<file path="src/hw/rtl/asw_pkg.sv">
// Shared types, constants and the arctangent table of the steering weight block.
`default_nettype none
package asw_pkg;

  // Default and maximum number of CORDIC rotations
  localparam int unsigned ASW_CORDIC_STAGES = 16;
  localparam int unsigned ASW_MAX_STAGES    = 24;

  // Field widths
  localparam int unsigned POS_W  = 24;
  localparam int unsigned DIR_W  = 16;
  localparam int unsigned WAVE_W = 24;
  localparam int unsigned TURN_W = 24;
  localparam int unsigned WGT_W  = 16;
  localparam int unsigned CFG_W  = 24;

  // CORDIC datapath widths: Q2.30 vector with guard bits, angle in 2^-24 turn
  localparam int unsigned XY_W = 34;
  localparam int unsigned Z_W  = 25;

  // 1/(2*pi) in Q0.64, split into 32-bit halves
  localparam logic [31:0] INV2PI_HI = 32'h28BE60DB;
  localparam logic [31:0] INV2PI_LO = 32'h9391054A;

  // Start value of x: inverse CORDIC gain in Q2.30
  localparam logic signed [XY_W-1:0] CORDIC_X0 = XY_W'(652032874);

  // Configuration register indexes
  typedef enum logic [1:0] {
    REG_WAVENUMBER = 2'd0,
    REG_DIR_X      = 2'd1,
    REG_DIR_Y      = 2'd2,
    REG_DIR_Z      = 2'd3
  } reg_idx_e;

  typedef struct packed {
    logic        [WAVE_W-1:0] wavenumber;
    logic signed [DIR_W-1:0]  dir_x;
    logic signed [DIR_W-1:0]  dir_y;
    logic signed [DIR_W-1:0]  dir_z;
  } cfg_t;

  // Control that travels alongside the datapath
  typedef struct packed {
    logic valid;
    logic flip;
    logic last;
  } ctl_t;

  // Rounded arctangent of 2^-i in units of 2^-24 turn
  function automatic logic signed [Z_W-1:0] asw_atan(input int unsigned idx);
    logic signed [Z_W-1:0] val;
    val = '0;
    case (idx)
      0:       val = Z_W'(2097152);
      1:       val = Z_W'(1238021);
      2:       val = Z_W'(654136);
      3:       val = Z_W'(332050);
      4:       val = Z_W'(166669);
      5:       val = Z_W'(83416);
      6:       val = Z_W'(41718);
      7:       val = Z_W'(20860);
      8:       val = Z_W'(10430);
      9:       val = Z_W'(5215);
      10:      val = Z_W'(2608);
      11:      val = Z_W'(1304);
      12:      val = Z_W'(652);
      13:      val = Z_W'(326);
      14:      val = Z_W'(163);
      15:      val = Z_W'(81);
      16:      val = Z_W'(41);
      17:      val = Z_W'(20);
      18:      val = Z_W'(10);
      19:      val = Z_W'(5);
      20:      val = Z_W'(3);
      21:      val = Z_W'(1);
      22:      val = Z_W'(1);
      default: val = '0;
    endcase
    return val;
  endfunction

endpackage
`default_nettype wire

</file>
<file path="src/hw/rtl/asw_cordic.sv">
// Unrolled rotation CORDIC, one register stage per rotation.
`default_nettype none
module asw_cordic #(
  parameter int unsigned CORDIC_STAGES = asw_pkg::ASW_CORDIC_STAGES
) (
  input  logic                                 clk_i,
  input  logic                                 rst_ni,
  input  logic                                 en_i,
  input  asw_pkg::ctl_t                        ctl_i,
  input  logic signed [asw_pkg::Z_W-1:0]       z_i,
  output asw_pkg::ctl_t                        ctl_o,
  output logic signed [asw_pkg::XY_W-1:0]      x_o,
  output logic signed [asw_pkg::XY_W-1:0]      y_o
);
  import asw_pkg::*;

  logic signed [XY_W-1:0] x_q [CORDIC_STAGES];
  logic signed [XY_W-1:0] y_q [CORDIC_STAGES];
  logic signed [Z_W-1:0]  z_q [CORDIC_STAGES];
  ctl_t                   c_q [CORDIC_STAGES];

  for (genvar i = 0; i < CORDIC_STAGES; i++) begin : g_stage
    localparam logic signed [Z_W-1:0] ATAN = asw_atan(i);
    logic signed [XY_W-1:0] x_in, y_in, dx, dy;
    logic signed [Z_W-1:0]  z_in;
    ctl_t                   c_in;

    if (i == 0) begin : g_first
      assign x_in = CORDIC_X0;
      assign y_in = '0;
      assign z_in = z_i;
      assign c_in = ctl_i;
    end else begin : g_next
      assign x_in = x_q[i-1];
      assign y_in = y_q[i-1];
      assign z_in = z_q[i-1];
      assign c_in = c_q[i-1];
    end

    // Arithmetic shift rounds toward minus infinity
    assign dx = y_in >>> i;
    assign dy = x_in >>> i;

    always_ff @(posedge clk_i or negedge rst_ni) begin
      if (!rst_ni) begin
        c_q[i] <= '0;
      end else if (en_i) begin
        c_q[i] <= c_in;
      end
    end

    always_ff @(posedge clk_i) begin
      if (en_i) begin
        if (!z_in[Z_W-1]) begin
          x_q[i] <= x_in - dx;
          y_q[i] <= y_in + dy;
          z_q[i] <= z_in - ATAN;
        end else begin
          x_q[i] <= x_in + dx;
          y_q[i] <= y_in - dy;
          z_q[i] <= z_in + ATAN;
        end
      end
    end
  end

  assign ctl_o = c_q[CORDIC_STAGES-1];
  assign x_o   = x_q[CORDIC_STAGES-1];
  assign y_o   = y_q[CORDIC_STAGES-1];

endmodule
`default_nettype wire

</file>
<file path="config.mk">
export PLATFORM = sky130hd
export DESIGN_NAME = asw_cordic
export DESIGN_NICKNAME = d
export VERILOG_FILES = /design/src/hw/rtl/asw_pkg.sv /design/src/hw/rtl/asw_cordic.sv
export SDC_FILE = /design/constraint.sdc
export NUM_CORES = 2
export LEC_CHECK = 0
export CAP_MARGIN = 20
export CORE_MARGIN = 5
export CORE_UTILIZATION = 60
export DETAILED_ROUTE_END_ITERATION = 8
export DONT_BUFFER_PORTS = 1
export GPL_TIMING_DRIVEN = 0
export PLACE_DENSITY = 0.79
export SYNTH_ARGS = -nofsm -noshare
export SYNTH_HDL_FRONTEND = slang
export SYNTH_SLANG_ARGS = --single-unit
</file>
<file path="constraint.sdc">
create_clock -name clk_i -period 4.3 [get_ports clk_i]
set_input_delay 0.215 -clock clk_i [delete_from_list [all_inputs] [get_ports clk_i]]
set_output_delay 0.215 -clock clk_i [all_outputs]
set_load 0.02 [all_outputs]
</file>
# --- Word level (Yosys, flattened, before mapping) ---
# Memory sizes are Yosys's and may differ from the RTL's.
# Index checks and enable logic that the tools add are counted.
classes:
  add_sub_neg: 92
  mux: 144
  n_bitwise: 48
ops:
  columns: ["operator", "n"]
  rows:
  - ["$mux W34", 32]
  - ["$mux W25", 16]
  - ["$mux W1", 96]
  - ["$add A34 B19 Y34", 2]
  - ["$add A34 B20 Y34", 2]
  - ["$add A34 B21 Y34", 2]
  - ["$add A34 B22 Y34", 2]
  - ["$add A34 B23 Y34", 2]
  - ["$add A34 B24 Y34", 2]
  - ["$add A34 B25 Y34", 2]
  - ["$add A34 B26 Y34", 2]
  - ["$add A34 B27 Y34", 2]
  - ["$add A34 B28 Y34", 2]
  - ["$add A34 B29 Y34", 2]
  - ["$add A34 B30 Y34", 2]
  - ["$add A34 B31 Y34", 2]
  - ["$add A34 B32 Y34", 2]
  - ["$add A34 B33 Y34", 2]
  - ["$sub A34 B19 Y34", 2]
  - ["$sub A34 B20 Y34", 2]
  - ["$sub A34 B21 Y34", 2]
  - ["$sub A34 B22 Y34", 2]
  - ["$sub A34 B23 Y34", 2]
  - ["$sub A34 B24 Y34", 2]
  - ["42 further kinds", 98]
word_totals:
  ramBits: 1488
  mem_count: 3
  input_bits: 31
  out_inout_bits: 71
  register_bits: 48
memory_table:
  columns: ["name", "depth", "word_bits", "read_ports", "rd_clocked_by_memory_dff", "wr", "line_no", "text"]
  rows:
  - ["x_q", 16, 34, 16, 0, 16, "asw_cordic.sv:17", "logic signed [XY_W-1:0] x_q [CORDIC_STAGES];"]
  - ["y_q", 16, 34, 16, 0, 16, "asw_cordic.sv:18", "logic signed [XY_W-1:0] y_q [CORDIC_STAGES];"]
  - ["z_q", 16, 25, 15, 0, 16, "asw_cordic.sv:19", "logic signed [Z_W-1:0] z_q [CORDIC_STAGES];"]

# --- Logic depth before layout (Yosys ltp) ---
# An unclocked memory read counts as a cell.
depth:
  depth_word: 5
  ltp_mapped: 22
  ltp_nobuf: 21

# --- Worst setup path after synthesis ---
# No wires, ideal clock.
synth_timing:
  kind: "input port to flip-flop"
  startpoint: "input en_i"
  endpoint: "memory z_q[1][24], in the netlist z_q[0][49] (data pin)"
  stages: 18
  setup_time_ps: 274
  arrival_time_ps: 4693
  setup_slack_ps: -666
  n_path_buf: 5
  cell_sequence: "clkbuf_1 > clkbuf_1 > clkbuf_1 > clkbuf_1 > buf_1 > nand2_1 > inv_1 > ha_1 > a211oi_1 > o21bai_1 > a21o_1 > nand2_1 > a2111oi_0 > o2111ai_1 > nand3_1 > or4_1 > a2111oi_0 > a211oi_1"
synth_lines:
  columns: ["item", "line_no", "text"]
  rows:
  - ["start, declared", "asw_cordic.sv:8", "input logic en_i,"]
  - ["end, declared", "asw_cordic.sv:19", null]

==> results.py <==
metrics = {
    "job": {
        "cap_violations": 0,
    },
    "synthesis": {
        "seq_area_frac_synth": 0.3624,
        "synth_xor_area_frac": 0.1315,
        "syn-num-nets": 13168,
        "netlist.area_leader.share": 0.3519,
        "synthAdderAreaFrac": 0.1450,
        "synth_edf_count": 1346,
        "synth_area_um2": 114900,
        "synthTopCellsByCount": "edfxtp_1, ha_1, xnor2_1",
        "muxShareOfSynthArea": 0.01367,
        "yosysTopAreaCell": "edfxtp_1",
        "synth-seq-cells": 1394,
        "ys_warn_count": 0,
        "yosysUniqueCellTypes": 96,
        "synth_top_family_by_area": "compound AO/OA/AOI/OAI gates",
        "ys.flop_type": "edfxtp_1",
        "netlist_top_cells_area": "edfxtp_1, ha_1, xnor2_1",
        "ys_async_sr_fraction": 0.03443,
        "yosys.area_share.simple": 0.1303,
        "yosysMostFrequentCell": "edfxtp_1",
        "avgSynthCellArea_um2": 9.705,
        "synth_compound_area_frac": 0.1956,
        "syn_inst": 11834,
    },
    "timing": {
        "clock_skew_ns": 0.03491,
        "setup_viol": 45,
        "slew_headroom": 0.3631,
        "worst-slew-pin-transition_ns": 0.9554,
        "fmax_mhz": 217.2,
        "hold_violations": 0,
        "tns_ns": -4.437,
        "setup_ws_ns": -0.3050,
        "period_minus_slack_ns": 4.605,
        "rsz0062_at_grt": "true",
        "period_share": 1.071,
        "slew_viol_final": 0,
    },
    "critical_path": {
        "cp_num_cells": 16,
        "crit_top_cell": "or4_4",
        "rrSetupSlack_ns": -0.31,
        "crit_end": "y_q[0][271]",
        "path_class": "reg2reg",
        "rr_worst_depth": 16,
        "r2r-end": "y_q[0][271]",
        "cp_cell_sequence": "or4_4 > nor4_4 > nand2b_1 > or4_4 > o41ai_4 > xor2_1 > ha_1 > and3_4 > a221o_1 > a41o_1 > nor3_2 > a21o_1 > a211oi_2 > o31a_1 > nor2_2 > xnor2_1",
        "crit_family": "simple AND/OR/NAND/NOR gates",
        "required_ns": 4.86,
        "max_stage_delay_ns": 0.60,
        "setup.worst_path.start": "x_q[0][215]",
        "rr_startpoint": "x_q[0][215]",
        "critPathArrivalTime_ns": 5.17,
        "end_kind": "register",
        "crit_slowest_cell": "or4_4",
        "cp-start-kind": "register",
        "worst-path-buf-inv": 0,
        "cp_max_fo": 4,
    },
    "worst_hold_path": {
        "hold_class": "in2reg",
        "hold_path.startpoint": "z_i[19]",
    },
    "die": {
        "num_rows": 160,
        "pin_count": 102,
        "coreArea_um2": 190400,
        "die_h_um": 447.5,
        "die_x_um": 447.5,
        "initial_core_util": 0.6033,
        "die_area_um2": 200300,
    },
    "drt": {
        "num_vias": 97605,
        "dr.pass1.iters": 6,
        "drc": 0,
        "ant_nets": 0,
        "totalWireLength_mm": 331.7,
        "vias_per_cell": 6.367,
        "wl_per_cell_um": 21.64,
        "initialDrtViolationCount": 8901,
    },
    "clocking": {
        "numCtsBuffers": 157,
        "cts_buffer_depth": 3,
        "cts_root_buffer": "clkbuf_16",
        "cts-htree-levels": 4,
        "clkLatencyLatePin_ns": 0.82,
        "path_clk_slew_ns": 0.07,
        "cts_tree": "built",
        "cts.sinks": 1394,
    },
    "final_layout": {
        "layout.cells.non_filler": 15329,
        "drive_above_1_share": 0.1639,
        "nNetsFinal": 14024,
        "area_growth_pct": 18.17,
    },
    "status": {
        "run_status": "finished with violations",
        "violations": "setup timing",
    },
    "grt": {
        "grt_usage": 0.3116,
        "grt_pass1_vias": 93252,
        "grt_max_degree": 73,
        "grt_pass1_wl_mm": 502.1,
        "antenna_found_initial": 4,
        "grt_remaining_overflow": 0,
    },
    "placed_design": {
        "place_congestion": 0.9620,
        "dp_cells": 14363,
        "numPortBuffers": 0,
        "dp_hpwl_mm": 244.6,
    },
}
metal layers:
| layer | vias up | wire length [um] | track usage |
|---|---|---|---|
| met2 | 3893 | 161900 | 0.5468 |
| met4 | 0 | 20330 | 0.1591 |
| met3 | 987 | 21610 | 0.04705 |
| met5 | - | 0 | 0 |
| li1 | 45799 | - | - |
| met1 | 46926 | 127900 | 0.3714 |
flip-flops by register name, indices dropped and copies added, names as in the netlist:
name,cells
c_q,45
ctl_o,3
x_q,484
y_q,511
z_q,351
layout by cell type (no fill, tap or decap), types with 135 or more instances in the layout:
cell       netlist  final
edfxtp_1      1346   1346
ha_1          1257   1193
xnor2_1       1196   1164
a21oi_1       1168   1029
nor2_1         939    884
buf_4            3    629
nand2_1        642    589
o21ai_0        660    524
xor2_1         528    506
a21o_1         489    489
inv_1          450    429
nor3_1         299    224
nand3_1        215    204
nand2b_1       208    201
o21a_1         196    196
clkbuf_16        0    170
nor2b_1        161    148
o21bai_1       143    135
cell type report:
class                           count  area, um2
Clock buffer                      187       4209
Fill cell                       13384      54660
Timing Repair Buffer              721       6011
Clock inverter                     98      942.2
Multi-Input combinational cell   9782      76800
Inverter                          455       1738
Antenna cell                        2      5.005
Sequential cell                  1394      41620
Tap cell                         2511       3142
Buffer                            179       1250
metrics by stage:
stage | util | area, um2 | setup WS, ns | hold WS (ns)
final | 0.7129 | 135700 | -0.3050 | 0.06687
after global routing | 0.7129 | 135700 | -0.4852 | 0.02001
after CTS | 0.6827 | 130000 | -0.3497 | 0.002920
after detailed placement | 0.6234 | 118700 | -2.791 | -0.07949
after global placement | 0.6208 | 118200 | -4.185 | -0.07925
after floorplan | - | 115100 | -0.04826 | -0.08059
how the worst min path moves through the flow:
stage	endpoint	slack [ns]	cells past startpoint
final	z_q[0][19]	0.07	1
after detailed placement	ctl_o[1]	-0.08	0
after CTS	z_q[0][16]	0.003	1
after global routing	z_q[0][13]	0.02	1
after floorplan	c_q[10]	-0.08	0
after global placement	c_q[13]	-0.08	0
logic make-up after synthesis:
group                    count (synthesis)
AO/OA/AOI/OAI                         3532
XOR/XNOR                              1724
adder cells (fa/ha/maj)               1303
buffers and inverters                  658
flip-flops                            1394
multiplexers                           147
AND/OR/NAND/NOR                       3076
what timing repair did:
action,4_1_cts,5_1_grt
hold buffers,52,0
gates resized for setup,730,782
cloned,0,1
endpoints found under the setup margin,618,270
endpoints found under the hold margin,78,0
pin swaps,268,476
buffers inserted,335,324
Power is not shown: default switching activity piles up to over one toggle a cycle in this logic, so the estimate is an artifact.
